## config.mk

```make
export PLATFORM = sky130hd
export DESIGN_NAME = b2_ctrl
export DESIGN_NICKNAME = d
export VERILOG_FILES = /design/src/hdl/b2_pkg.sv /design/src/hdl/b2_ctrl.sv
export SDC_FILE = /design/constraint.sdc
export NUM_CORES = 1
export LEC_CHECK = 0
export ABC_CLOCK_PERIOD_IN_PS = 1900
export BUFFER_PORTS_ARGS = -buffer_cell sky130_fd_sc_hd__buf_2
export CORE_UTILIZATION = 44
export DETAILED_ROUTE_END_ITERATION = 8
export MAX_ROUTING_LAYER = met4
export PLACE_DENSITY = 0.69
export RECOVER_POWER = 100
export SLEW_MARGIN = 20
export SYNTH_ARGS = -nofsm -noshare
export SYNTH_HDL_FRONTEND = slang
export SYNTH_SLANG_ARGS = --single-unit
```

## constraint.sdc

```tcl
create_clock -name clk -period 1.9 [get_ports clk]
set_clock_uncertainty 0.05 [all_clocks]
set_input_delay 0 -clock clk [delete_from_list [all_inputs] [get_ports clk]]
set_output_delay 0 -clock clk [all_outputs]
set_load 0.05 [all_outputs]
```

## src/hdl/b2_pkg.sv

```systemverilog
// shared constants, types and mixing functions for the blake2 hash engine
// no dependencies; used by b2_dp, b2_ctrl and blake2_hash_engine_top
package b2_pkg;

    localparam logic [63:0] IV [8] = '{
        64'h6a09e667f3bcc908, 64'hbb67ae8584caa73b,
        64'h3c6ef372fe94f82b, 64'ha54ff53a5f1d36f1,
        64'h510e527fade682d1, 64'h9b05688c2b3e6c1f,
        64'h1f83d9abfb41bd6b, 64'h5be0cd19137e2179
    };

    localparam logic [3:0] SIGMA [10][16] = '{
        '{4'd0, 4'd1, 4'd2, 4'd3, 4'd4, 4'd5, 4'd6, 4'd7,
          4'd8, 4'd9, 4'd10, 4'd11, 4'd12, 4'd13, 4'd14, 4'd15},
        '{4'd14, 4'd10, 4'd4, 4'd8, 4'd9, 4'd15, 4'd13, 4'd6,
          4'd1, 4'd12, 4'd0, 4'd2, 4'd11, 4'd7, 4'd5, 4'd3},
        '{4'd11, 4'd8, 4'd12, 4'd0, 4'd5, 4'd2, 4'd15, 4'd13,
          4'd10, 4'd14, 4'd3, 4'd6, 4'd7, 4'd1, 4'd9, 4'd4},
        '{4'd7, 4'd9, 4'd3, 4'd1, 4'd13, 4'd12, 4'd11, 4'd14,
          4'd2, 4'd6, 4'd5, 4'd10, 4'd4, 4'd0, 4'd15, 4'd8},
        '{4'd9, 4'd0, 4'd5, 4'd7, 4'd2, 4'd4, 4'd10, 4'd15,
          4'd14, 4'd1, 4'd11, 4'd12, 4'd6, 4'd8, 4'd3, 4'd13},
        '{4'd2, 4'd12, 4'd6, 4'd10, 4'd0, 4'd11, 4'd8, 4'd3,
          4'd4, 4'd13, 4'd7, 4'd5, 4'd15, 4'd14, 4'd1, 4'd9},
        '{4'd12, 4'd5, 4'd1, 4'd15, 4'd14, 4'd13, 4'd4, 4'd10,
          4'd0, 4'd7, 4'd6, 4'd3, 4'd9, 4'd2, 4'd8, 4'd11},
        '{4'd13, 4'd11, 4'd7, 4'd14, 4'd12, 4'd1, 4'd3, 4'd9,
          4'd5, 4'd0, 4'd15, 4'd4, 4'd8, 4'd6, 4'd2, 4'd10},
        '{4'd6, 4'd15, 4'd14, 4'd9, 4'd11, 4'd3, 4'd0, 4'd8,
          4'd12, 4'd2, 4'd13, 4'd7, 4'd1, 4'd4, 4'd10, 4'd5},
        '{4'd10, 4'd2, 4'd8, 4'd4, 4'd7, 4'd6, 4'd1, 4'd5,
          4'd15, 4'd11, 4'd9, 4'd14, 4'd3, 4'd12, 4'd13, 4'd0}
    };

    // fanout 1, depth 1; digest length goes in the low byte
    localparam logic [63:0] PARAM_BASE = 64'h0000_0000_0101_0000;
    localparam logic [63:0] MASK32     = 64'h0000_0000_FFFF_FFFF;
    localparam logic [3:0]  LAST_ROUND_BIG   = 4'd11;
    localparam logic [3:0]  LAST_ROUND_SMALL = 4'd9;
    localparam logic [3:0]  SIGMA_ROWS       = 4'd10;
    localparam logic [7:0]  BLOCK_BIG        = 8'd128;
    localparam logic [7:0]  BLOCK_SMALL      = 8'd64;
    localparam logic [4:0]  ALL_WORDS        = 5'd16;
    localparam logic [5:0]  DIGEST_MAX       = 6'd32;

    typedef struct packed {
        logic       accept;
        logic       store;
        logic       cnt_lo;
        logic       cnt_hi;
        logic       load;
        logic       step;
        logic       chain_upd;
        logic       emit;
        logic       fin;
        logic [3:0] round;
        logic [1:0] phase;
    } cmd_t;

    typedef struct packed {
        logic msg_open;
        logic buf_full;
        logic n_nz;
        logic out_busy;
    } status_t;

    typedef struct packed {
        logic [63:0] a;
        logic [63:0] b;
        logic [63:0] c;
        logic [63:0] d;
    } g_t;

    function automatic logic [63:0] rotr(input logic [63:0] x, input logic is_small,
                                         input int nb, input int ns);
        logic [31:0] x32;
        x32 = x[31:0];
        if (is_small)
            return {32'b0, (x32 >> ns) | (x32 << (32 - ns))};
        return (x >> nb) | (x << (64 - nb));
    endfunction

    // one half of the mixing function: one message word, three additions
    function automatic g_t g_half(input logic [63:0] a, input logic [63:0] b,
                                  input logic [63:0] c, input logic [63:0] d,
                                  input logic [63:0] x, input logic is_small,
                                  input logic half);
        logic [63:0] mk;
        logic [63:0] t;
        logic [63:0] u;
        g_t          r;
        mk  = is_small ? MASK32 : '1;
        r.a = (a + b + x) & mk;
        t   = d ^ r.a;
        r.d = half ? rotr(t, is_small, 16, 8) : rotr(t, is_small, 32, 16);
        r.c = (c + r.d) & mk;
        u   = b ^ r.c;
        r.b = half ? rotr(u, is_small, 63, 7) : rotr(u, is_small, 24, 12);
        return r;
    endfunction

endpackage

```

## src/hdl/b2_ctrl.sv

```systemverilog
// controller: sequences item intake, block compression rounds and digest hand-off
// depends on b2_pkg; drives b2_dp through cmd_t, reads status_t
module b2_ctrl (
    input  logic             clk,
    input  logic             rst_n,
    input  logic             is_small,
    input  logic             in_valid,
    input  logic             in_last,
    output logic             in_ready,
    input  b2_pkg::status_t  status,
    output b2_pkg::cmd_t     cmd
);

    typedef enum logic [7:0] {
        S_IDLE = 8'b0000_0001,
        S_STEP = 8'b0000_0010,
        S_CNT  = 8'b0000_0100,
        S_HI   = 8'b0000_1000,
        S_LOAD = 8'b0001_0000,
        S_RUN  = 8'b0010_0000,
        S_DONE = 8'b0100_0000,
        S_EMIT = 8'b1000_0000
    } state_t;

    state_t      state_reg, state_next;
    logic        last_reg, last_next;
    logic        fin_reg, fin_next;
    logic [3:0]  round_reg, round_next;
    logic [1:0]  phase_reg, phase_next;
    logic [3:0]  last_round;

    assign last_round = is_small ? b2_pkg::LAST_ROUND_SMALL : b2_pkg::LAST_ROUND_BIG;
    assign in_ready   = state_reg == S_IDLE;

    always_comb
    begin
        state_next    = state_reg;
        last_next     = last_reg;
        fin_next      = fin_reg;
        round_next    = round_reg;
        phase_next    = phase_reg;
        cmd           = '0;
        cmd.fin       = fin_reg;
        cmd.round     = round_reg;
        cmd.phase     = phase_reg;
        unique case (state_reg)
            S_IDLE:
            begin
                if (in_valid)
                begin
                    cmd.accept = 1'b1;
                    last_next  = in_last;
                    state_next = S_STEP;
                end
            end
            S_STEP:
            begin
                // a full buffer is compressed as a non-final block only once more bytes arrive
                if (status.n_nz && status.buf_full)
                begin
                    fin_next   = 1'b0;
                    state_next = S_CNT;
                end
                else
                begin
                    cmd.store = status.n_nz;
                    if (last_reg)
                    begin
                        fin_next   = 1'b1;
                        state_next = S_CNT;
                    end
                    else
                        state_next = S_IDLE;
                end
            end
            S_CNT:
            begin
                cmd.cnt_lo = 1'b1;
                state_next = S_HI;
            end
            S_HI:
            begin
                cmd.cnt_hi = 1'b1;
                state_next = S_LOAD;
            end
            S_LOAD:
            begin
                cmd.load   = 1'b1;
                round_next = '0;
                phase_next = '0;
                state_next = S_RUN;
            end
            S_RUN:
            begin
                cmd.step   = 1'b1;
                phase_next = phase_reg + 2'd1;
                if (phase_reg == 2'd3)
                begin
                    if (round_reg == last_round)
                        state_next = S_DONE;
                    else
                        round_next = round_reg + 4'd1;
                end
            end
            S_DONE:
            begin
                cmd.chain_upd = 1'b1;
                state_next    = fin_reg ? S_EMIT : S_STEP;
            end
            S_EMIT:
            begin
                if (!status.out_busy)
                begin
                    cmd.emit   = 1'b1;
                    state_next = S_IDLE;
                end
            end
            default:
                state_next = S_IDLE;
        endcase
    end

    always_ff @(posedge clk or negedge rst_n)
    begin
        if (!rst_n)
        begin
            state_reg <= S_IDLE;
            last_reg  <= 1'b0;
            fin_reg   <= 1'b0;
            round_reg <= '0;
            phase_reg <= '0;
        end
        else
        begin
            state_reg <= state_next;
            last_reg  <= last_next;
            fin_reg   <= fin_next;
            round_reg <= round_next;
            phase_reg <= phase_next;
        end
    end

endmodule

```

* Yosys cells after proc, flatten, opt, wreduce, memory -nomap -nowiden
Cells that the tools add are included.
Operators by class: add/subtract/negate cells 2, equal/unequal tests 15, mux-type cells 26, reduce and logical (&&, ||, !) cells 7
Operator list (number):
- 8-bit one-hot mux with 8 select lines | 1
- 8-bit two-way mux | 6
- 1-bit two-way mux | 13
- 2-bit != test (second input constant) | 5
- 8-bit by 1-bit equality test with 1-bit output (second input constant) | 1
- 8-bit by 2-bit equality test with 1-bit output (second input constant) | 1
- 8-bit by 3-bit equality test with 1-bit output (second input constant) | 1
- 8-bit by 4-bit equality test with 1-bit output (second input constant) | 1
- 8-bit by 5-bit equality test with 1-bit output (second input constant) | 1
- 8-bit by 6-bit equality test with 1-bit output (second input constant) | 1
- 8-bit by 7-bit equality test with 1-bit output (second input constant) | 1
- 8-bit equality test (second input constant) | 1
- 4-bit two-way mux | 2
- 4-bit one-hot mux with 2 select lines | 1
- 4-bit by 1-bit adder with 4-bit output (second input constant) | 1
- 4-bit equality test | 1
- 2-bit one-hot mux with 2 select lines | 1
- 2-bit AND reduction | 2
- 4-bit AND reduction | 1
- 2-bit nonzero test | 2
- 3-bit two-way mux | 1
- 3-bit AND reduction | 1
- 2-bit by 1-bit adder with 2-bit output (second input constant) | 1
- 2-bit equality test (second input constant) | 1
- other kinds (2) | 2
Word-level totals: bits in registers 16, output and inout bits 16

* Depth between registers and ports, before layout
depth in word-level cells 5, mapped depth 6, depth with buffers taken out 6

* Least setup slack after synthesis
Ideal clock, no wire load.
path type reg-to-reg, from register state_reg[5], to register state_reg[0], setup time 0.082 ns, arrival 2.631 ns, required time 1.768 ns, setup slack -0.863 ns, cell stages (with the launch flop) 6, buffers on the path 0, period minus slack after synthesis 2.763 ns, cells stage by stage dfrtp_1 -> nor4_2 -> nand2_1 -> nor3b_1 -> o31ai_1 -> mux2_2
Between the ends: word-level cells in the longest chain between the ends 3, elaborated cells between the ends (all ways) 14, those cells by class 12 x eq/ne; 1 x mux; 1 x reduce/logical
Ends and longest elaborated chain:
- start: declaration | RTL line b2_ctrl.sv:25 | state_t state_reg, state_next;
- start signal: assignment | RTL line b2_ctrl.sv:135 | state_reg <= state_next;
- 8-bit by 6-bit equality test with 1-bit output, or another cell as far along | RTL line b2_ctrl.sv:46 | unique case (state_reg)
- 2-bit != test (no source line)
- 4-bit AND reduction (no source line)
Several ways; a longest one is shown, not always the timed one. A chain may end at the register's enable or synchronous reset.

* Worst setup path in the final report
from register state_reg[6], to register state_reg[0]
The elaborated chain is that of the path after synthesis.

==> flow_summary_export.csv <==
group,metric,value,unit
outcome,outcome,"completed",
power_and_ir_drop,ir_drop,915,µV
worst_hold_path,min-delay-path-class,"in -> reg",
layout,nets,150,
sta,slew_viol_final,0,
synthesis,synth_fp_nets,102,
global_routing,grt_max_degree,17,
layout,layout_common_cells,"buf_4, dfrtp_1, nor2_1, nand2_1, buf_2",
synthesis,synth_cell_types,29,
layout,syn2layout_area_growth,47.8,%
sta,layout_min_cycle_time,1.89,ns
floorplan,start_util,48.8,%
cts,cts_tree,"done",
run,drv_cap,0,
layout,utilization,72.2,%
drt,wl_per_cell,13.8,µm
power_and_ir_drop,total_power,1840,µW
drt,wl_met1,1030,µm
placed_design,dpl.hpwl,1460,µm
setup_path,path_class,"reg -> reg",
placed_design,place_congestion,0.789,
drt,vias,838,
floorplan,fp-row-count,15,
floorplan,core_area,0.00180,mm²
sta,max_slew_margin,41.8,%
global_routing,antenna_found_initial,0,
cts,clk_pin_slew_worst_paths,0.10,ns
cts,cts_buffers,3,
drt,wl_met2,1120,µm
drt,wl_met3,79,µm
drt,drt-vias-per-instance,5.14,
layout,regArea,403,µm²
cts,clock_path_buffers,2,
layout,antennaDiodeCount,0,
setup_path,crit_path_end_kind,"flop",
sta,max_freq,530,MHz
power_and_ir_drop,power_density,1410,mW/mm²
global_routing,grt_overflow,0,
layout,final_area,0.00130,mm²
cts,worst_skew_pair.late_latency,0.29,ns
synthesis,syn_avg_cell_area,9.67,µm²
layout,fin_cells,163,
layout,nFillCells,145,
cts,htree_levels,1,
cts,cts.sinks,16,
synthesis,ys_seq_area_share,45.7,%
sta,tightest_slew,0.874,ns
sta,period_share,99.2,%
setup_path,cp-start-kind,"flop",
drt,drc_errors,0,
placed_design,placed_area,0.00111,mm²
layout,multi_input_area,490,µm²
floorplan,die_w,46.7,µm
drt,ant_nets,0,
synthesis,yosysWarnings,0,
drt,dr.pass1.iters,4,
sta,rsz0062_at_grt,"yes",
placed_design,preCtsSetupSlack,0.0207,ns
synthesis,ys_ff_latch,16,
power_and_ir_drop,p_leak,0.000602,µW
floorplan,die_area,0.00218,mm²
global_routing,first_global_vias,694,
layout,drive_gt1_share,37.0,%
placed_design,portBuffers,23,
floorplan,io_pins,25,
sta,setup_viol,0,
layout,largest_reg_flops,8,
drt,wl,2250,µm
floorplan,die_h,46.7,µm
global_routing,track_usage,22.2,%
global_routing,grt_pass1_wl,3190,µm
layout,mostFrequentLayoutCell,"buf_4",
sta,setup_ws,0.0144,ns
drt,drt_iter0_markers,42,
synthesis,syn_inst,91,
setup_path,crit_arrival,2.06,ns
drt,routed.top_layer,"met4",
placed_design,placed_cells,146,
sta,finalHoldViolCount,0,
setup_path,worstPathRequired,2.07,ns
setup_path,path_max_fanout,7,
cts,cts_root_buf,"clkbuf_4",
synthesis,synth_area,880,µm²
[power breakdown]
part | internal [µW] | leakage (µW) | switching (µW) | total (µW)
Clock | 117 | 0.0000210 | 118 | 235
Combinational | 378 | 0.000388 | 645 | 1020
Sequential | 451 | 0.000193 | 127 | 578
[cell usage after synthesis, drive strengths merged]
cell	count	share of area (%)
a21o	1	0.85
a21oi	3	1.7
a31oi	1	0.71
and2	2	1.4
and4b	1	1.1
buf	1	0.85
dfrtp	15	43
dfstp	1	3.0
ha	2	2.8
inv	5	2.1
mux2	2	2.6
nand2	10	4.3
nand3	5	2.8
nand4	3	2.1
nand4b	4	5.7
nor2	10	4.3
nor2b	2	1.4
nor3	1	0.57
nor3b	5	4.3
nor4	2	3.8
o211ai	1	0.85
o21a	1	0.85
o21ai	8	4.6
o31ai	2	1.7
or4	1	0.85
xnor2	1	1.0
xor2	1	1.0
[metrics by stage]
step                      hold WS [ns]  setup TNS (ns)
after floorplan                 -0.346          -0.480
after global placement          -0.120               0
after detailed placement        -0.116               0
after CTS                       0.0788         -0.0299
after global routing             0.104          -0.226
final                            0.112               0
[timing repair]
item | CTS | global route
pin swaps | 2 | 4
endpoints found under the setup margin | 6 | 13
endpoints found under the hold margin | 19 | 0
resized for setup | 9 | 10
setup buffers | 2 | 6
hold buffers | 5 | 0
[final cells by class]
| cell class | count | area share (%) |
|---|---|---|
| Inverter | 5 | 2.02 |
| Sequential cell | 16 | 31.0 |
| Multi-Input combinational cell | 69 | 37.7 |
| Timing Repair Buffer | 44 | 24.1 |
| Clock buffer | 4 | 2.79 |
| Tap cell | 25 | 2.41 |
[cell families (layout without fill, tap and decap cells)]
| logic type | after synthesis | after routing | share of synthesized area, % |
|---|---|---|---|
| AND/OR/NAND/NOR | 46 | 46 | 32.7 |
| adder cells (fa/ha/maj) | 2 | 2 | 2.84 |
| multiplexers | 2 | 2 | 2.56 |
| AO/OA/AOI/OAI | 17 | 17 | 11.2 |
| buffers and inverters | 6 | 53 | 2.99 |
| flip-flops | 16 | 16 | 45.7 |
| XOR/XNOR | 2 | 2 | 1.99 |
[layer usage]
metal | vias up | global-route usage [%]
met4 | 0 | 6.86
met1 | 399 | 30.2
met3 | 2 | 3.53
li1 | 420 | -
met2 | 17 | 33.6
met5 | - | -
[final timing paths]
check | slack, ns | to | from | cells after the start
worst max-delay path | 0.01 | state_reg[0]$_DFFE_PN1P_ | state_reg[6]$_DFFE_PN0P_ | 6
worst min-delay path | 0.11 | last_reg$_DFFE_PN0P_ | in_valid | 3
worst max register to register | 0.01 | state_reg[0]$_DFFE_PN1P_ | state_reg[6]$_DFFE_PN0P_ | 6
worst min register to register | 0.46 | round_reg[3]$_DFFE_PN0P_ | round_reg[3]$_DFFE_PN0P_ | 1
max in group asynchronous | 0.93 | state_reg[6]$_DFFE_PN0P_ | rst_n | 2
min in group asynchronous | 0.27 | round_reg[1]$_DFFE_PN0P_ | rst_n | 2
[critical path, stage by stage, from the launching register on]
cell	delay [ns]
dfrtp_2	0.45
nor4_4	0.30
buf_4	0.17
nand4b_4	0.15
a21o_1	0.21
o211ai_1	0.13
mux2_2	0.37
(Power assumes the default switching activity.)
